$ cat config.mk
export PLATFORM = sky130hd
export DESIGN_NAME = rtd_divider_temperature_linearizer_top
export DESIGN_NICKNAME = d
export VERILOG_FILES = /design/src/rtl/rtdlin_pkg.sv /design/src/rtl/rtdlin_table_ram.sv /design/src/rtl/rtdlin_divider.sv /design/src/rtl/rtd_divider_temperature_linearizer_top.sv
export SDC_FILE = /design/constraint.sdc
export NUM_CORES = 2
export LEC_CHECK = 0
export BUFFER_PORTS_ARGS = -buffer_cell sky130_fd_sc_hd__buf_2
export CAP_MARGIN = 5
export CORE_UTILIZATION = 65
export CTS_BUF_LIST = sky130_fd_sc_hd__clkbuf_4 sky130_fd_sc_hd__clkbuf_8
export CTS_CLUSTER_DIAMETER = 50
export CTS_CLUSTER_SIZE = 25
export DETAILED_ROUTE_END_ITERATION = 6
export PLACE_DENSITY = 0.87
export SKIP_LAST_GASP = 1
export SYNTH_ARGS = -nofsm -noshare
export SYNTH_HDL_FRONTEND = slang
export SYNTH_SLANG_ARGS = --single-unit
$ cat constraint.sdc
create_clock -name clk -period 6.45 [get_ports clk]
set_clock_uncertainty 0.15 [all_clocks]
set_input_delay 0.9675 -clock clk [delete_from_list [all_inputs] [get_ports clk]]
set_output_delay 0.9675 -clock clk [all_outputs]
set_load 0.005 [all_outputs]
$ cat src/rtl/rtdlin_pkg.sv
// ----------------------------------------------------------------------------
// rtdlin_pkg
// Shared widths, codes and types for the RTD divider temperature linearizer.
// ----------------------------------------------------------------------------
package rtdlin_pkg;

  localparam int TABLE_DEPTH = 128;
  localparam int IDX_W       = $clog2(TABLE_DEPTH);
  localparam int ENTRY_W     = 16;
  localparam int ADC_W       = 10;
  localparam int RES_W       = 16;
  localparam int USED_W      = 8;
  localparam int FRAC_W      = 8;
  localparam int TEMP_W      = IDX_W + FRAC_W;
  localparam int STATUS_W    = 2;
  localparam int SCALE_W     = 7;
  localparam int PROD_W      = RES_W + ADC_W;
  localparam int NUM_W       = PROD_W + SCALE_W;
  localparam int DIV_CNT_W   = $clog2(NUM_W + 1);
  localparam int CFG_IDX_W   = 1;
  localparam int CFG_DATA_W  = 16;

  // ohms to hundredths of an ohm
  localparam logic [SCALE_W-1:0]   SCALE_HUNDREDTHS = 7'd100;
  localparam logic [ADC_W-1:0]     ADC_FULL_SCALE   = 10'd1023;
  localparam logic [RES_W-1:0]     DIVIDER_RESET    = 16'd217;
  localparam logic [USED_W-1:0]    TABLE_USED_RESET = 8'd80;

  localparam logic [DIV_CNT_W-1:0] ITERS_OHMS   = DIV_CNT_W'(NUM_W);
  localparam logic [DIV_CNT_W-1:0] ITERS_INTERP = DIV_CNT_W'(FRAC_W);

  localparam logic OP_LOAD    = 1'b0;
  localparam logic OP_CONVERT = 1'b1;

  localparam logic [STATUS_W-1:0] ST_OK    = 2'd0;
  localparam logic [STATUS_W-1:0] ST_BELOW = 2'd1;
  localparam logic [STATUS_W-1:0] ST_ABOVE = 2'd2;

  localparam logic [CFG_IDX_W-1:0] CFG_DIVIDER_RESISTOR = 1'b0;
  localparam logic [CFG_IDX_W-1:0] CFG_TABLE_USED       = 1'b1;

  typedef enum logic [2:0] {
    S_IDLE,
    S_MUL,
    S_DIV_START,
    S_DIV_WAIT,
    S_WALK,
    S_INT_START,
    S_INT_WAIT,
    S_DONE
  } state_t;

  typedef struct packed {
    logic                 start;
    logic [ENTRY_W-1:0]   rem0;
    logic [NUM_W-1:0]     dvd;
    logic [ENTRY_W-1:0]   divisor;
    logic [DIV_CNT_W-1:0] iters;
  } div_req_t;

  typedef struct packed {
    logic             busy;
    logic             done;
    logic [NUM_W-1:0] quot;
  } div_rsp_t;

endpackage

$ cat src/rtl/rtdlin_table_ram.sv
// ----------------------------------------------------------------------------
// rtdlin_table_ram
// Resistance table: one write port, one read port, registered read data.
// ----------------------------------------------------------------------------
module rtdlin_table_ram (
  input  logic                            clk,
  input  logic                            we,
  input  logic [rtdlin_pkg::IDX_W-1:0]    waddr,
  input  logic [rtdlin_pkg::ENTRY_W-1:0]  wdata,
  input  logic [rtdlin_pkg::IDX_W-1:0]    raddr,
  output logic [rtdlin_pkg::ENTRY_W-1:0]  rdata
);

  logic [rtdlin_pkg::ENTRY_W-1:0] mem [rtdlin_pkg::TABLE_DEPTH];

  always_ff @(posedge clk) begin
    if (we) begin
      mem[waddr] <= wdata;
    end
  end

  always_ff @(posedge clk) begin
    rdata <= mem[raddr];
  end

endmodule

$ cat src/rtl/rtdlin_divider.sv
// ----------------------------------------------------------------------------
// rtdlin_divider
// Restoring divider, one quotient bit per cycle. Shared by the resistance
// calculation and the interpolation step.
// ----------------------------------------------------------------------------
module rtdlin_divider (
  input  logic                  clk,
  input  logic                  rst_n,
  input  rtdlin_pkg::div_req_t  req,
  output rtdlin_pkg::div_rsp_t  rsp
);

  logic                                busy_r;
  logic                                done_r;
  logic [rtdlin_pkg::DIV_CNT_W-1:0]    cnt_r;
  logic [rtdlin_pkg::ENTRY_W-1:0]      rem_r;
  logic [rtdlin_pkg::ENTRY_W-1:0]      dsr_r;
  logic [rtdlin_pkg::NUM_W-1:0]        dvd_r;
  logic [rtdlin_pkg::NUM_W-1:0]        quot_r;

  logic [rtdlin_pkg::ENTRY_W:0]        trial;
  logic [rtdlin_pkg::ENTRY_W:0]        diff;
  logic                                ge;

  // partial remainder stays below the divisor, so it fits ENTRY_W bits
  assign trial = {rem_r, dvd_r[rtdlin_pkg::NUM_W-1]};
  assign diff  = trial - {1'b0, dsr_r};
  assign ge    = trial >= {1'b0, dsr_r};

  always_ff @(posedge clk) begin
    if (!rst_n) begin
      busy_r <= 1'b0;
      done_r <= 1'b0;
    end else begin
      done_r <= 1'b0;
      if (req.start) begin
        busy_r <= 1'b1;
      end else if (busy_r && cnt_r == rtdlin_pkg::DIV_CNT_W'(1)) begin
        busy_r <= 1'b0;
        done_r <= 1'b1;
      end
    end
  end

  always_ff @(posedge clk) begin
    if (req.start) begin
      cnt_r  <= req.iters;
      rem_r  <= req.rem0;
      dsr_r  <= req.divisor;
      dvd_r  <= req.dvd;
      quot_r <= '0;
    end else if (busy_r) begin
      cnt_r  <= cnt_r - 1'b1;
      rem_r  <= ge ? diff[rtdlin_pkg::ENTRY_W-1:0] : trial[rtdlin_pkg::ENTRY_W-1:0];
      dvd_r  <= {dvd_r[rtdlin_pkg::NUM_W-2:0], 1'b0};
      quot_r <= {quot_r[rtdlin_pkg::NUM_W-2:0], ge};
    end
  end

  assign rsp.busy = busy_r;
  assign rsp.done = done_r;
  assign rsp.quot = quot_r;

endmodule

$ cat src/rtl/rtd_divider_temperature_linearizer_top.sv
// ----------------------------------------------------------------------------
// rtd_divider_temperature_linearizer_top
// ADC code to sensor resistance, then table inversion with linear
// interpolation to degrees with 8 fraction bits.
//
//   port group | direction | handshake          | payload
//   in_        | input     | in_valid/in_stall  | operation, entry_index,
//              |           |                    | entry_value, adc_code
//   out_       | output    | out_valid/out_stall| status, temperature, resistance
//   cfg_       | input     | cfg_valid/cfg_ready| cfg_index, cfg_data
//
// A load request writes one table entry. A convert request at full scale
// goes straight to the result; otherwise the 33-step divide runs, then the
// walk steps past k table entries (k 0 to 127, one table read per cycle) and
// ends on a match or out of range, or interpolates with the 8-step divide on
// the shared divider.
// Synchronous active-low reset; the table holds no valid state after it.
// in_stall is high while a conversion is in progress; the result register
// lets the next request in while a finished result is held by out_stall.
// ----------------------------------------------------------------------------
module rtd_divider_temperature_linearizer_top (
  input  logic                                clk,
  input  logic                                rst_n,

  input  logic                                in_valid,
  output logic                                in_stall,
  input  logic                                in_operation,
  input  logic [rtdlin_pkg::IDX_W-1:0]        in_entry_index,
  input  logic [rtdlin_pkg::ENTRY_W-1:0]      in_entry_value,
  input  logic [rtdlin_pkg::ADC_W-1:0]        in_adc_code,

  output logic                                out_valid,
  input  logic                                out_stall,
  output logic [rtdlin_pkg::STATUS_W-1:0]     out_status,
  output logic [rtdlin_pkg::TEMP_W-1:0]       out_temperature,
  output logic [rtdlin_pkg::ENTRY_W-1:0]      out_resistance,

  input  logic                                cfg_valid,
  output logic                                cfg_ready,
  input  logic [rtdlin_pkg::CFG_IDX_W-1:0]    cfg_index,
  input  logic [rtdlin_pkg::CFG_DATA_W-1:0]   cfg_data
);

  rtdlin_pkg::state_t                 state_r, state_nxt;

  logic [rtdlin_pkg::RES_W-1:0]       div_res_r;
  logic [rtdlin_pkg::USED_W-1:0]      table_used_r;

  logic [rtdlin_pkg::ADC_W-1:0]       code_r, code_nxt;
  logic [rtdlin_pkg::PROD_W-1:0]      prod_r, prod_nxt;
  logic [rtdlin_pkg::NUM_W-1:0]       ohms_r, ohms_nxt;
  logic [rtdlin_pkg::IDX_W-1:0]       idx_r, idx_nxt;
  logic [rtdlin_pkg::ENTRY_W-1:0]     prev_r, prev_nxt;
  logic [rtdlin_pkg::ENTRY_W-1:0]     hi_r, hi_nxt;
  logic [rtdlin_pkg::ENTRY_W-1:0]     top_r, top_nxt;
  logic [rtdlin_pkg::STATUS_W-1:0]    status_r, status_nxt;
  logic [rtdlin_pkg::TEMP_W-1:0]      temp_r, temp_nxt;
  logic [rtdlin_pkg::ENTRY_W-1:0]     res_r, res_nxt;

  logic                               out_valid_r, out_valid_nxt;
  logic [rtdlin_pkg::STATUS_W-1:0]    out_status_r, out_status_nxt;
  logic [rtdlin_pkg::TEMP_W-1:0]      out_temp_r, out_temp_nxt;
  logic [rtdlin_pkg::ENTRY_W-1:0]     out_res_r, out_res_nxt;

  logic [rtdlin_pkg::IDX_W-1:0]       last_idx;
  logic                               ram_we;
  logic [rtdlin_pkg::IDX_W-1:0]       ram_raddr;
  logic [rtdlin_pkg::ENTRY_W-1:0]     ram_rdata;
  logic [rtdlin_pkg::NUM_W-1:0]       entry_wide;
  logic [rtdlin_pkg::NUM_W-1:0]       top_wide;
  logic                               in_take;

  rtdlin_pkg::div_req_t               div_req;
  rtdlin_pkg::div_rsp_t               div_rsp;

  // ---------------------------------------------------------------- config
  assign cfg_ready = 1'b1;

  always_ff @(posedge clk) begin
    if (!rst_n) begin
      div_res_r    <= rtdlin_pkg::DIVIDER_RESET;
      table_used_r <= rtdlin_pkg::TABLE_USED_RESET;
    end else if (cfg_valid && cfg_ready) begin
      unique case (cfg_index)
        rtdlin_pkg::CFG_DIVIDER_RESISTOR: div_res_r    <= cfg_data;
        rtdlin_pkg::CFG_TABLE_USED:       table_used_r <= cfg_data[rtdlin_pkg::USED_W-1:0];
        default: ;
      endcase
    end
  end

  // table_used of 0 acts as 1, above the depth acts as the depth
  always_comb begin
    if (table_used_r == '0) begin
      last_idx = '0;
    end else if (int'(table_used_r) > rtdlin_pkg::TABLE_DEPTH) begin
      last_idx = rtdlin_pkg::IDX_W'(rtdlin_pkg::TABLE_DEPTH - 1);
    end else begin
      last_idx = rtdlin_pkg::IDX_W'(table_used_r - 1'b1);
    end
  end

  // ----------------------------------------------------------------- table
  assign in_stall = (state_r != rtdlin_pkg::S_IDLE);
  assign in_take  = in_valid && !in_stall;
  assign ram_we   = in_take && (in_operation == rtdlin_pkg::OP_LOAD);
  // look one entry ahead during the walk so a compare completes every cycle;
  // the last entry is read while the divide runs, entry 0 as it finishes
  assign ram_raddr  = (state_r == rtdlin_pkg::S_WALK) ? idx_r + 1'b1
                      : (state_r == rtdlin_pkg::S_DIV_WAIT && !div_rsp.done) ? last_idx
                      : '0;
  assign entry_wide = rtdlin_pkg::NUM_W'(ram_rdata);
  assign top_wide   = rtdlin_pkg::NUM_W'(top_r);

  rtdlin_table_ram u_table (
    .clk   (clk),
    .we    (ram_we),
    .waddr (in_entry_index),
    .wdata (in_entry_value),
    .raddr (ram_raddr),
    .rdata (ram_rdata)
  );

  rtdlin_divider u_div (
    .clk   (clk),
    .rst_n (rst_n),
    .req   (div_req),
    .rsp   (div_rsp)
  );

  // ----------------------------------------------------------------- fsm
  always_ff @(posedge clk) begin
    if (!rst_n) begin
      state_r     <= rtdlin_pkg::S_IDLE;
      out_valid_r <= 1'b0;
    end else begin
      state_r     <= state_nxt;
      out_valid_r <= out_valid_nxt;
    end
  end

  always_ff @(posedge clk) begin
    code_r       <= code_nxt;
    prod_r       <= prod_nxt;
    ohms_r       <= ohms_nxt;
    idx_r        <= idx_nxt;
    prev_r       <= prev_nxt;
    hi_r         <= hi_nxt;
    top_r        <= top_nxt;
    status_r     <= status_nxt;
    temp_r       <= temp_nxt;
    res_r        <= res_nxt;
    out_status_r <= out_status_nxt;
    out_temp_r   <= out_temp_nxt;
    out_res_r    <= out_res_nxt;
  end

  always_comb begin
    state_nxt      = state_r;
    code_nxt       = code_r;
    prod_nxt       = prod_r;
    ohms_nxt       = ohms_r;
    idx_nxt        = idx_r;
    prev_nxt       = prev_r;
    hi_nxt         = hi_r;
    top_nxt        = top_r;
    status_nxt     = status_r;
    temp_nxt       = temp_r;
    res_nxt        = res_r;
    out_valid_nxt  = out_valid_r && out_stall;
    out_status_nxt = out_status_r;
    out_temp_nxt   = out_temp_r;
    out_res_nxt    = out_res_r;
    div_req        = '0;

    unique case (state_r)
      rtdlin_pkg::S_IDLE: begin
        if (in_take && in_operation == rtdlin_pkg::OP_CONVERT) begin
          code_nxt = in_adc_code;
          if (in_adc_code >= rtdlin_pkg::ADC_FULL_SCALE) begin
            status_nxt = rtdlin_pkg::ST_ABOVE;
            temp_nxt   = '0;
            res_nxt    = '1;
            state_nxt  = rtdlin_pkg::S_DONE;
          end else begin
            state_nxt  = rtdlin_pkg::S_MUL;
          end
        end
      end
      rtdlin_pkg::S_MUL: begin
        prod_nxt  = rtdlin_pkg::PROD_W'(div_res_r) * rtdlin_pkg::PROD_W'(code_r);
        state_nxt = rtdlin_pkg::S_DIV_START;
      end
      rtdlin_pkg::S_DIV_START: begin
        div_req.start   = 1'b1;
        div_req.rem0    = '0;
        div_req.dvd     = rtdlin_pkg::NUM_W'(prod_r)
                          * rtdlin_pkg::NUM_W'(rtdlin_pkg::SCALE_HUNDREDTHS);
        div_req.divisor = rtdlin_pkg::ENTRY_W'(rtdlin_pkg::ADC_FULL_SCALE - code_r);
        div_req.iters   = rtdlin_pkg::ITERS_OHMS;
        state_nxt       = rtdlin_pkg::S_DIV_WAIT;
      end
      rtdlin_pkg::S_DIV_WAIT: begin
        // last entry arrives now; table entry 0 is being read this cycle
        if (div_rsp.done) begin
          ohms_nxt  = div_rsp.quot;
          res_nxt   = (|div_rsp.quot[rtdlin_pkg::NUM_W-1:rtdlin_pkg::ENTRY_W]) ? '1
                      : div_rsp.quot[rtdlin_pkg::ENTRY_W-1:0];
          top_nxt   = ram_rdata;
          idx_nxt   = '0;
          state_nxt = rtdlin_pkg::S_WALK;
        end
      end
      rtdlin_pkg::S_WALK: begin
        // range tests against the first and last entries hold whether or not
        // the table increases
        if (idx_r == '0 && ohms_r < entry_wide) begin
          status_nxt = rtdlin_pkg::ST_BELOW;
          temp_nxt   = '0;
          state_nxt  = rtdlin_pkg::S_DONE;
        end else if (ohms_r > top_wide) begin
          status_nxt = rtdlin_pkg::ST_ABOVE;
          temp_nxt   = '0;
          state_nxt  = rtdlin_pkg::S_DONE;
        end else if (idx_r < last_idx && ohms_r > entry_wide) begin
          prev_nxt = ram_rdata;
          idx_nxt  = idx_r + 1'b1;
        end else if (ohms_r == entry_wide) begin
          status_nxt = rtdlin_pkg::ST_OK;
          temp_nxt   = {idx_r, rtdlin_pkg::FRAC_W'(0)};
          state_nxt  = rtdlin_pkg::S_DONE;
        end else begin
          // strictly between prev and this entry, and idx is at least 1
          hi_nxt    = ram_rdata;
          state_nxt = rtdlin_pkg::S_INT_START;
        end
      end
      rtdlin_pkg::S_INT_START: begin
        // remainder starts at ohms - lo, which is below hi - lo
        div_req.start   = 1'b1;
        div_req.rem0    = ohms_r[rtdlin_pkg::ENTRY_W-1:0] - prev_r;
        div_req.dvd     = '0;
        div_req.divisor = hi_r - prev_r;
        div_req.iters   = rtdlin_pkg::ITERS_INTERP;
        state_nxt       = rtdlin_pkg::S_INT_WAIT;
      end
      rtdlin_pkg::S_INT_WAIT: begin
        if (div_rsp.done) begin
          status_nxt = rtdlin_pkg::ST_OK;
          temp_nxt   = {idx_r - 1'b1, div_rsp.quot[rtdlin_pkg::FRAC_W-1:0]};
          state_nxt  = rtdlin_pkg::S_DONE;
        end
      end
      rtdlin_pkg::S_DONE: begin
        if (!out_valid_r || !out_stall) begin
          out_valid_nxt  = 1'b1;
          out_status_nxt = status_r;
          out_temp_nxt   = temp_r;
          out_res_nxt    = res_r;
          state_nxt      = rtdlin_pkg::S_IDLE;
        end
      end
      default: state_nxt = rtdlin_pkg::S_IDLE;
    endcase
  end

  assign out_valid       = out_valid_r;
  assign out_status      = out_status_r;
  assign out_temperature = out_temp_r;
  assign out_resistance  = out_res_r;

  // ------------------------------------------------------------ assertions
  a_div_done_when_waiting: assert property (@(posedge clk) disable iff (!rst_n)
    div_rsp.done |-> (state_r == rtdlin_pkg::S_DIV_WAIT || state_r == rtdlin_pkg::S_INT_WAIT))
    else $error("divider finished outside a wait state");

  a_result_from_done: assert property (@(posedge clk) disable iff (!rst_n)
    $rose(out_valid_r) |-> $past(state_r) == rtdlin_pkg::S_DONE)
    else $error("result appeared without a finished conversion");

  a_div_idle_when_idle: assert property (@(posedge clk) disable iff (!rst_n)
    state_r == rtdlin_pkg::S_IDLE |-> !div_rsp.busy)
    else $error("divider busy while accepting requests");

  a_temp_zero_off_range: assert property (@(posedge clk) disable iff (!rst_n)
    (state_r == rtdlin_pkg::S_DONE && status_r != rtdlin_pkg::ST_OK) |-> temp_r == '0)
    else $error("temperature nonzero with out-of-range status");

endmodule
==> summary.md <==
By startpoint and endpoint, the worst setup path is classified as flop to flop. The tightest slew margin relative to the limit is -0.00930, and the latest clock arrival within the worst-skew pair is 1.00 ns. The library cells used most frequently in the layout, excluding fill and tap cells, are 2307 x sky130_fd_sc_hd__edfxtp_1, 1936 x sky130_fd_sc_hd__nand2_1, 998 x sky130_fd_sc_hd__nand3_1. Switching share of power: 0.347. Setup violations remaining at the end of the flow were counted as 0.

The transition time at the pin with the least slew margin is 1.50 ns. Synthesis instantiated 77 different standard cells from the library. The longest clock path from root to sink contains 3 buffers.

By area, the combinational part of the netlist is dominated by simple AND/OR/NAND/NOR gates. The die covers 162000 um2. The logic gate share of total power is 0.315. The tools report the routability congestion estimate as 0.939. For the overall global routing resource usage, the log shows 0.331.

The tools report the via count of the routed design as 70615. The flow ran to the end, but the final reports show violations. Post-synthesis async set-or-reset flop share: 0. Leaving out fill and tap cells, the most frequent cell in the layout is sky130_fd_sc_hd__edfxtp_1. In this run, CTS created clock tree buffers numbering 157. Number of iterations in the first detailed-routing pass: 7. The data required time of the worst path was 6.95 ns; the die extent in x was 403 um. The proportion of synthesized area in mux cells works out to 0.0158. The worst setup path is captured at a flop. The ratio of routed vias to standard cells is 6.60, and the max-slew violation count is 3. The compound-cell area share of the yosys netlist is 0.0603, and the post-synth design cell area is 104000 um2. The logs give 1 for the number of maximum-capacitance constraint violations and 2386 for the number of clock sinks. The final cycle utilization of the critical path works out to 0.959.

Setup repair after global routing could not meet its margin everywhere. The first global-routing pass estimated 405 mm of wire. Share of Yosys cell area claimed by the top area cell type: 0.664. Based on the critical path, the design can be clocked at up to 162 MHz. The synthesized design contains 2386 register bits. Counting every instance in the synthesized netlist gives 8448.

Most common flop cell mapped by yosys: sky130_fd_sc_hd__edfxtp_1. After detailed routing, the total wire length is 271 mm. The number of nets still failing antenna checks after routing was 0; the clock share of power was 0.214. For the finished layout, the period the worst path requires is 6.19 ns.

The checks that failed: capacitance limit, slew limit. In this run, synthesis inferred 2307 flip-flops with an integrated enable. The die height was 403 um; the total I/O pin count was 92.

The maximum level of the CTS H-tree was 4; the share of synthesized area occupied by flip-flops and latches was 0.679. The logs give 0 for the final routed DRC violation total and 68501 for the number of global-route vias before repair. The remaining global-route overflow was 0; the pin count of the biggest net entering global routing was 165.

Summed over all nets, the switching power comes to 13.4 mW. The count of input and output buffers is 90, and the leakage power is 40.1 nW. The fraction of power consumed by sequential logic is 0.471, and the fraction of layout cells with a size suffix above 1 is 0.0816. The tools report the net total in the final layout as 8920. The path class of the tightest hold or removal check is primary input to flop. Hold is met by 0.0776 ns. Synthesized-area fraction occupied by adder cells: 0.0538. Averaged over all synthesized cells, the footprint is 12.4 um2.

The run gives 0.657 as the effective utilization at floorplan. The cell internal power dissipation came out at 25.2 mW. The Yosys step of the flow raised 0 warnings.

In the final layout, the multi-input gates occupy 30300 um2. The number of antenna violations at the first check in global routing was 8. The number of nets handed over by synthesis was 8872. The areal power density over the cells works out to 346 nW/um2. Compared with the post-synthesis result, the final layout area differs by 6.87%. The synthesized-area fraction occupied by xor and xnor cells came out at 0.00738. The simple-gate area share of the yosys netlist is 0.152, and the total area of sequential cells is 70900 um2. The root buffer cell chosen for the clock tree is sky130_fd_sc_hd__clkbuf_8.

After clock tree synthesis, the clock-pin slew on the worst setup and hold paths is 0.10 ns. The placeable core region is 159000 um2, and the starting DRC count in detailed routing is 11331. After synthesis, the cell types taking the most area are sky130_fd_sc_hd__edfxtp_1 66%, sky130_fd_sc_hd__nand2_1 7.0%, sky130_fd_sc_hd__nand3_1 4.8%.

The floorplan row count was 146. TritonCTS built the clock tree. The worst setup path is launched from a flop. The tools report the cell total after placement as 10402.

The run gives 0 as the number of endpoints with negative hold slack in the final report. The logs give 167 mm for the detailed placement HPWL and 10705 for the non-filler instance count after layout. Data arrival time at the worst-slack endpoint: 6.69 ns. The critical-path maximum fanout was 8; the maximum ir drop on the vdd rail was 0.000341 V.

After detailed routing, the average wire length per cell comes to 25.3 um. For the number of fill cells, the log shows 9932. Of all cell types, the one taking the most synthesized area is sky130_fd_sc_hd__edfxtp_1.
## power groups by stage
stage	Combinational, mW	Sequential [mW]	Clock [mW]
3_3_place_gp	11.4	18.5	0
2_1_floorplan	8.74	18.3	0
5_1_grt	13.4	18.2	8.77
6_report	12.2	18.2	8.27
3_5_place_dp	11.9	18.5	0
4_1_cts	12.0	18.1	8.27
## critical path, stage by stage, from the launching register on
cell                       delay, ns
sky130_fd_sc_hd__edfxtp_1       0.53
sky130_fd_sc_hd__and2_1         0.23
sky130_fd_sc_hd__fa_1           0.48
sky130_fd_sc_hd__fa_1           0.57
sky130_fd_sc_hd__fa_1           0.46
sky130_fd_sc_hd__fa_1           0.51
sky130_fd_sc_hd__inv_1          0.05
sky130_fd_sc_hd__fa_1           0.48
sky130_fd_sc_hd__inv_1          0.05
sky130_fd_sc_hd__ha_1           0.32
sky130_fd_sc_hd__a21o_1         0.20
sky130_fd_sc_hd__a21oi_1        0.22
sky130_fd_sc_hd__nand2_1        0.08
sky130_fd_sc_hd__o21bai_1       0.27
sky130_fd_sc_hd__o21ai_0        0.29
sky130_fd_sc_hd__a221o_1        0.41
sky130_fd_sc_hd__o41ai_1        0.47
sky130_fd_sc_hd__xnor2_1        0.11
## logic make-up after synthesis
| logic type | Yosys count |
|---|---|
| XOR/XNOR | 88 |
| AO/OA/AOI/OAI | 1043 |
| buffers and inverters | 792 |
| other | 1 |
| AND/OR/NAND/NOR | 3605 |
| adder cells (fa/ha/maj) | 368 |
| flip-flops | 2386 |
| multiplexers | 165 |
## layer usage
layer / wire, um / global-route usage / part of all wire
met1: 92300 / 0.426 / 0.34
met2: 126000 / 0.518 / 0.46
met3: 36700 / 0.0855 / 0.14
met4: 16300 / 0.183 / 0.060
met5: 47 / 0 / 0.00017
## cell type report
cell class | instances | share of cell area
Antenna cell | 6 | 0.000135
Tap cell | 2072 | 0.0232
Clock buffer | 172 | 0.0207
Multi-Input combinational cell | 5270 | 0.272
Timing Repair Buffer | 374 | 0.0265
Clock inverter | 118 | 0.0120
Inverter | 307 | 0.0103
Sequential cell | 2386 | 0.635
## flip-flops by register name (all words and copies together) (netlist names), 26 cells and up
register      flops
prod_r           26
u_table.mem    2048
u_div.dvd_r      31
u_div.quot_r     33
ohms_r           33
## Yosys cell counts, types with 7 or more instances
master and number:
sky130_fd_sc_hd__xor2_1 36, sky130_fd_sc_hd__o41ai_1 7, sky130_fd_sc_hd__buf_4 14, sky130_fd_sc_hd__nor3_1 65, sky130_fd_sc_hd__ha_1 234, sky130_fd_sc_hd__nor4_1 50
sky130_fd_sc_hd__a21o_1 46, sky130_fd_sc_hd__clkbuf_1 212, sky130_fd_sc_hd__o211ai_1 22, sky130_fd_sc_hd__inv_1 306, sky130_fd_sc_hd__or2_2 9, sky130_fd_sc_hd__a22oi_1 126
sky130_fd_sc_hd__o22ai_1 58, sky130_fd_sc_hd__o21ai_1 7, sky130_fd_sc_hd__o21a_1 10, sky130_fd_sc_hd__nand3b_1 10, sky130_fd_sc_hd__nand3_1 998, sky130_fd_sc_hd__or3_1 14
sky130_fd_sc_hd__nand2b_1 34, sky130_fd_sc_hd__mux2i_1 165, sky130_fd_sc_hd__xnor2_1 52, sky130_fd_sc_hd__edfxtp_1 2307, sky130_fd_sc_hd__and2_1 88, sky130_fd_sc_hd__buf_1 33
sky130_fd_sc_hd__a21oi_1 498, sky130_fd_sc_hd__and3_1 22, sky130_fd_sc_hd__o21ai_0 115, sky130_fd_sc_hd__nor2_1 254, sky130_fd_sc_hd__a211oi_1 63, sky130_fd_sc_hd__dfxtp_1 79
sky130_fd_sc_hd__buf_2 221, sky130_fd_sc_hd__nor3b_1 7, sky130_fd_sc_hd__nand2_1 1937, sky130_fd_sc_hd__fa_1 134, sky130_fd_sc_hd__a31oi_1 9, sky130_fd_sc_hd__a22o_1 7
sky130_fd_sc_hd__nor2b_1 30, sky130_fd_sc_hd__nand4_1 64, sky130_fd_sc_hd__a21boi_0 22
## timing repair
action / 4_1_cts / 5_1_grt
setup endpoints to repair: 0 / 4
buffers inserted: 0 / 4
hold buffers: 1 / 0
resized for setup: 0 / 1
hold endpoints to repair: 1 / 0
## stage by stage
stage	area (um2)	setup slack [ns]	util	setup TNS [ns]	total power [mW]
finish	112000	0.262	0.702	0	38.6
global route	112000	-0.0274	0.702	-0.0274	40.4
CTS	111000	0.0854	0.702	0	38.4
detailed placement	108000	0.202	0.679	0	30.4
global placement	108000	0.350	0.679	0	29.9
floorplan	104000	0.626	-	0	27.0
## worst paths after layout
path / slack, ns / from / to / cells after the start
hold / removal: 0.08 / in_adc_code[7] / code_r[7] / 1
setup reg to reg: 0.26 / code_r[5] / prod_r[24] / 17
setup / recovery: 0.26 / code_r[5] / prod_r[24] / 17
hold reg to reg: 0.26 / res_r[9] / out_resistance[9] / 0
Power figures use the tool's default switching activity.
